### config.mk
export PLATFORM = sky130hd
export DESIGN_NAME = tcat_div
export DESIGN_NICKNAME = d
export VERILOG_FILES = /design/src/tcat_pkg.sv /design/src/tcat_div.sv
export SDC_FILE = /design/constraint.sdc
export NUM_CORES = 2
export LEC_CHECK = 0
export ABC_AREA = 1
export BUFFER_PORTS_ARGS = -buffer_cell sky130_fd_sc_hd__buf_2
export CORE_MARGIN = 4
export CORE_UTILIZATION = 57
export CTS_CLUSTER_SIZE = 20
export DETAILED_ROUTE_END_ITERATION = 10
export HOLD_SLACK_MARGIN = 0.02
export PLACE_DENSITY = 0.76
export SKIP_LAST_GASP = 1
export SYNTH_ARGS = -nofsm -noshare
export SYNTH_HDL_FRONTEND = slang
export SYNTH_SLANG_ARGS = --single-unit
### constraint.sdc
create_clock -name i_clk -period 3.9 [get_ports i_clk]
set_input_delay 0.585 -clock i_clk [delete_from_list [all_inputs] [get_ports i_clk]]
set_output_delay 0.585 -clock i_clk [all_outputs]
set_load 0.05 [all_outputs]
### src/tcat_pkg.sv
// ----------------------------------------------------------------------------
// tcat_pkg
// Shared types, codes and polynomial coefficients of the type K converter.
// ----------------------------------------------------------------------------
package tcat_pkg;

    localparam int ADC_W   = 12;
    localparam int AMB_W   = 9;    // ambient degrees, at most 409
    localparam int COEF_FR = 48;
    localparam int NCOEF   = 10;
    localparam int NSTEP   = NCOEF - 1;
    localparam int MEAS_W  = 15;   // whole degrees of an accumulator up to 2^62

    localparam logic [1:0] ST_OK    = 2'd0;
    localparam logic [1:0] ST_OPEN  = 2'd1;
    localparam logic [1:0] ST_RANGE = 2'd2;
    localparam logic [1:0] ST_BELOW = 2'd3;

    localparam logic [1:0] LNK_NONE = 2'd0;
    localparam logic [1:0] LNK_FAIL = 2'd1;
    localparam logic [1:0] LNK_PASS = 2'd2;

    localparam logic [1:0] REG_OPEN  = 2'd0;
    localparam logic [1:0] REG_RANGE = 2'd1;
    localparam logic [1:0] REG_GAIN  = 2'd2;
    localparam logic [1:0] REG_ERR   = 2'd3;

    localparam logic signed [63:0] ACC_LIM = 64'sd1 <<< 62;

    typedef struct packed {
        logic [1:0]       status;
        logic [1:0]       link;
        logic [AMB_W-1:0] amb;
    } t_side;

    // mant / 10^exp10 scaled by 2^48, truncated toward zero
    function automatic logic signed [63:0] make_coef(input longint mant, input int exp10);
        logic [127:0] den;
        logic [127:0] num;
        logic [127:0] rem;
        logic [127:0] quo;
        int           i;
        den = 128'd1;
        for (i = 0; i < exp10; i++) begin
            den = den * 128'd10;
        end
        num = 128'(mant < 0 ? -mant : mant) << COEF_FR;
        rem = '0;
        quo = '0;
        for (i = 127; i >= 0; i--) begin
            rem = {rem[126:0], num[i]};
            quo = quo << 1;
            if (rem >= den) begin
                rem = rem - den;
                quo[0] = 1'b1;
            end
        end
        return (mant < 0) ? -$signed(quo[63:0]) : $signed(quo[63:0]);
    endfunction

    localparam logic signed [63:0] LO_COEF [NCOEF] = '{
        make_coef(0, 0), make_coef(2508355, 5), make_coef(7860106, 8),
        make_coef(-2503131, 7), make_coef(8315270, 8), make_coef(-1228034, 8),
        make_coef(9804036, 10), make_coef(-4413030, 11), make_coef(1057734, 12),
        make_coef(-1052755, 14)
    };

    // upper range padded with zero leading terms
    localparam logic signed [63:0] HI_COEF [NCOEF] = '{
        make_coef(-1318058, 4), make_coef(4830222, 5), make_coef(-1646031, 6),
        make_coef(5464731, 8), make_coef(-9650715, 10), make_coef(8802193, 12),
        make_coef(-3110810, 14), 64'sd0, 64'sd0, 64'sd0
    };

endpackage

### src/tcat_div.sv
// ----------------------------------------------------------------------------
// tcat_div
// Pipelined restoring divider: one quotient bit per stage, code << FRAC / gain.
// ----------------------------------------------------------------------------
module tcat_div
    import tcat_pkg::*;
#(
    parameter int FRAC_BITS = 20
) (
    input  logic                        i_clk,
    input  logic                        i_rst_n,
    input  logic                        i_en,
    input  logic                        i_valid,
    input  logic [ADC_W-1:0]            i_tc,
    input  logic [9:0]                  i_gain,
    input  t_side                       i_side,
    output logic                        o_valid,
    output logic [ADC_W+FRAC_BITS-1:0]  o_quo,
    output t_side                       o_side
);

    localparam int DW = ADC_W + FRAC_BITS;

    logic          r_v    [DW];
    logic [9:0]    r_rem  [DW];
    logic [DW-1:0] r_num  [DW];
    logic [DW-1:0] r_quo  [DW];
    t_side         r_side [DW];

    for (genvar k = 0; k < DW; k++) begin : g_st
        logic          w_v;
        logic [9:0]    w_rem;
        logic [DW-1:0] w_num;
        logic [DW-1:0] w_quo;
        t_side         w_side;
        logic [10:0]   w_try;
        logic          w_ge;

        if (k == 0) begin : g_first
            assign w_v    = i_valid;
            assign w_rem  = '0;
            assign w_num  = {i_tc, {FRAC_BITS{1'b0}}};
            assign w_quo  = '0;
            assign w_side = i_side;
        end else begin : g_next
            assign w_v    = r_v[k-1];
            assign w_rem  = r_rem[k-1];
            assign w_num  = r_num[k-1];
            assign w_quo  = r_quo[k-1];
            assign w_side = r_side[k-1];
        end

        assign w_try = {w_rem, w_num[DW-1]};
        assign w_ge  = (w_try >= {1'b0, i_gain});

        always_ff @(posedge i_clk) begin
            if (!i_rst_n) begin
                r_v[k] <= 1'b0;
            end else if (i_en) begin
                r_v[k] <= w_v;
            end
        end

        always_ff @(posedge i_clk) begin
            if (i_en) begin
                r_rem[k]  <= w_ge ? 10'(w_try - {1'b0, i_gain}) : w_try[9:0];
                r_num[k]  <= w_num << 1;
                r_quo[k]  <= {w_quo[DW-2:0], w_ge};
                r_side[k] <= w_side;
            end
        end
    end

    assign o_valid = r_v[DW-1];
    assign o_quo   = r_quo[DW-1];
    assign o_side  = r_side[DW-1];

endmodule

==> results.md <==
- Die width: 335 um
- GRT Total Usage: 19.1%
- Synthesized net count: 5634
- Postcts setup bufs: 0
- Final WL: 106000 um
- CP Max Fanout: 27
- # clock sinks: 1352
- Most used cell, CP: nand3_1
- Initial antenna violation count: 0
- #FFs+latches synth: 1352
- GR Overflow Total: 0
- CTS tree: built
- Die Height: 335 um
- Post-CTS sizing: 0
- Nets: 5882
- Hold_buf cts: 24
- Place WS: 883 ps
- WS Path Type: in2reg
- Fin crit share: 57.5%
- Placed cells: 6729
- Overall power: 48.8 mW
- Required time of the critical path: 4390 ps
- Pin slew with the least headroom to its limit: 943 ps
- Crit-path slowest cell: clkinv_2
- Antenna-violating nets left: 0
- Initial DRC Count: 2473
- Final hold violations: 0
- Post-detail-place hpwl: 67200 um
- DIE AREA: 112000 um^2
- Buf/Inv on CP: 3
- 1st-pass router iterations: 6
- Post-Synth Adder-Cell Area: 7.38%
- Vias per std cell: 5.20
- Post-Synth Simple-Gate Area: 18.3%
- Avg Inst Size Synth: 11.6 um^2
- Hold Path Class: in2reg
- Worst Slack Setup Final: 1660 ps
- Peak supply drop: 0.478 mV
- Tmin final: 2240 ps
- Most frequent cells in the layout: nand2_1 (1752), edfxtp_1 (1351), inv_1 (583)
- Startpoint types: primary input
- Seq/Total Area, Yosys: 66.7%
- Yosys Warn Count: 0
- Layout cells sized above 1: 9.07%
- Status: finished, final reports clean
- Final setup TNS: 0 ps
- Area contributors post-synth: edfxtp_1 (67%), nand2_1 (11%), ha_1 (6.4%), inv_1 (3.6%), nand3_1 (2.9%)
- Multiplexer area fraction after synthesis: 0%
- Vias in the first global route: 35500
- Pin count of the biggest net entering global routing: 169
- Non-Filler Instances: 7000
- Buffers on Ports: 84
- Clk slew on worst S/H paths: 60 ps
- Total of max-cap violations: 0
- Endpoint kind of the worst setup timing path: flip-flop
- Gpl congestion: 0.877
- Top Family by Delay on Critical Path: buffers and inverters
- Fillers: 7951
- Sequential cell area: 40600 um^2
- Area of the multi-input gates: 17600 um^2
- Main combinational cell family by area after synthesis: simple AND/OR/NAND/NOR gates
- Fmax: 446 MHz
- DRC errors left: 0
- H-tree lvl count: 4
- Synth top area share: 66.6%
- Clock Latency Late Sink: 750 ps
- Worst Path Arrival: 2740 ps
- Gate Count Post-Synth: 5254
- Mapped Area: 60900 um^2
- N_diodes: 0
- Slew margin rel.: 37.0%
- Num CTS Buffers: 138
- Post-synth cell types: 38
- Area Growth Syn to Fin: 11.7%
- Core area: 106000 um^2
- Clock skew: 19.0 ps
- Pwr per Cell Area: 717 nW/um^2
- Cell row count: 119
- CTS Root Cell: clkbuf_16
- RSZ-0062 raised after global routing: false
- Xor-xnor portion of the synthesized cell area: 1.31%
- Number of placed I/O pins: 85
- DR vias: 36400
- Compound-Gate Fraction of Synth Area: 1.88%
- Most common cell after layout, fill and taps aside: nand2_1
- Final-report max-slew violation count: 0
- CP max stage delay: 530 ps
- LEAKAGE: 29.1 nW
- Wirelength per Cell: 15.1 um
- Final setup fails: 0
- Global-route wire length before repair: 175000 um
- Initial Util: 57.6%
- Yosys top cell by area: edfxtp_1
- CTS max path bufs: 3
- Crit path cell chain: buf_2 -> clkinv_2 -> buf_12 -> fa_1 -> nand3_1 -> nand2_1 -> nand3_1 -> nand3_1 -> nand3_2 -> nand2_1
[report_power, final]
| part | total [mW] | switching [mW] | internal (mW) |
|---|---|---|---|
| Sequential | 20.6 | 1.27 | 19.4 |
| Clock | 13.0 | 5.41 | 7.56 |
| Combinational | 15.2 | 9.84 | 5.32 |
| Total | 48.8 | 16.5 | 32.2 |
[tightest hold or removal path, delay by kind of cell]
kind	cells	cell delay (ps)
buffers and inverters	1	110
AOI/OAI and AO/OA	1	80
and+or+nand+nor	1	70
[cell usage after synthesis, drive strengths merged]
| library cell | n |
|---|---|
| a21oi | 146 |
| buf | 36 |
| nor3 | 34 |
| fa | 30 |
| nand3 | 404 |
| o21bai | 21 |
| a21o | 1 |
| o21ai | 25 |
| xor2 | 91 |
| nand4 | 41 |
| nor2 | 233 |
| a31oi | 1 |
| inv | 618 |
| dfxtp | 1 |
| nand3b | 38 |
| a211oi | 1 |
| nand2 | 1837 |
| o21a | 9 |
| and2 | 7 |
| or2 | 14 |
| edfxtp | 1351 |
| clkbuf | 4 |
| ha | 311 |
[layout make-up]
class | instances | area share (%)
Clock inverter | 73 | 1.34
Multi-Input combinational cell | 3244 | 25.9
Sequential cell | 1352 | 59.7
Inverter | 618 | 3.42
Tap cell | 1391 | 2.56
Timing Repair Buffer | 148 | 1.80
Clock buffer | 174 | 5.34
[per-stage QoR]
stage | hold slack, ps | cell area (um^2) | utilization (%)
5_1_grt | 133 | 68000 | 64.3
3_3_place_gp | 400 | 63200 | 59.8
4_1_cts | 96.8 | 68000 | 64.3
2_1_floorplan | 400 | 60900 | -
6_report | 154 | 68000 | 64.3
3_5_place_dp | 405 | 63200 | 59.8
[logic make-up (layout without fill, tap and decap cells)]
group,count (synthesis),in the layout
AOI/OAI and AO/OA,204,204
xor gates and xnor gates,91,91
adders and majority gates,341,341
buffers and inverters,658,1013
DFF,1352,1352
and+or+nand+nor,2608,2608
[sequential cells by signal, indices dropped and copies added (netlist names)]
signal,flops
r_quo,528
r_side,416
r_rem,310
r_num,66
r_v,32
[worst paths after layout]
path / cells after the start / from / slack, ps / endpoint
setup reg to reg: 9 / r_rem[1][10]$_SDFFCE_PN0P_ / 1680 / r_rem[1][29]$_DFFE_PP_
hold / removal: 3 / i_rst_n / 150 / r_v[4][0]$_DFF_P_
hold reg to reg: 0 / r_quo[5][34]$_DFFE_PP_ / 400 / r_quo[6][3]$_DFFE_PP_
setup / recovery: 10 / i_gain[0] / 1660 / r_rem[1][116]$_DFFE_PP_
[routing by layer]
layer  GRT usage (%)  wire length, um
met1            26.2            47500
met2            31.3            49600
met3            3.43             5500
met4            6.69             3210
met5               0                0
Note: power is estimated with default switching activity, not from simulation.
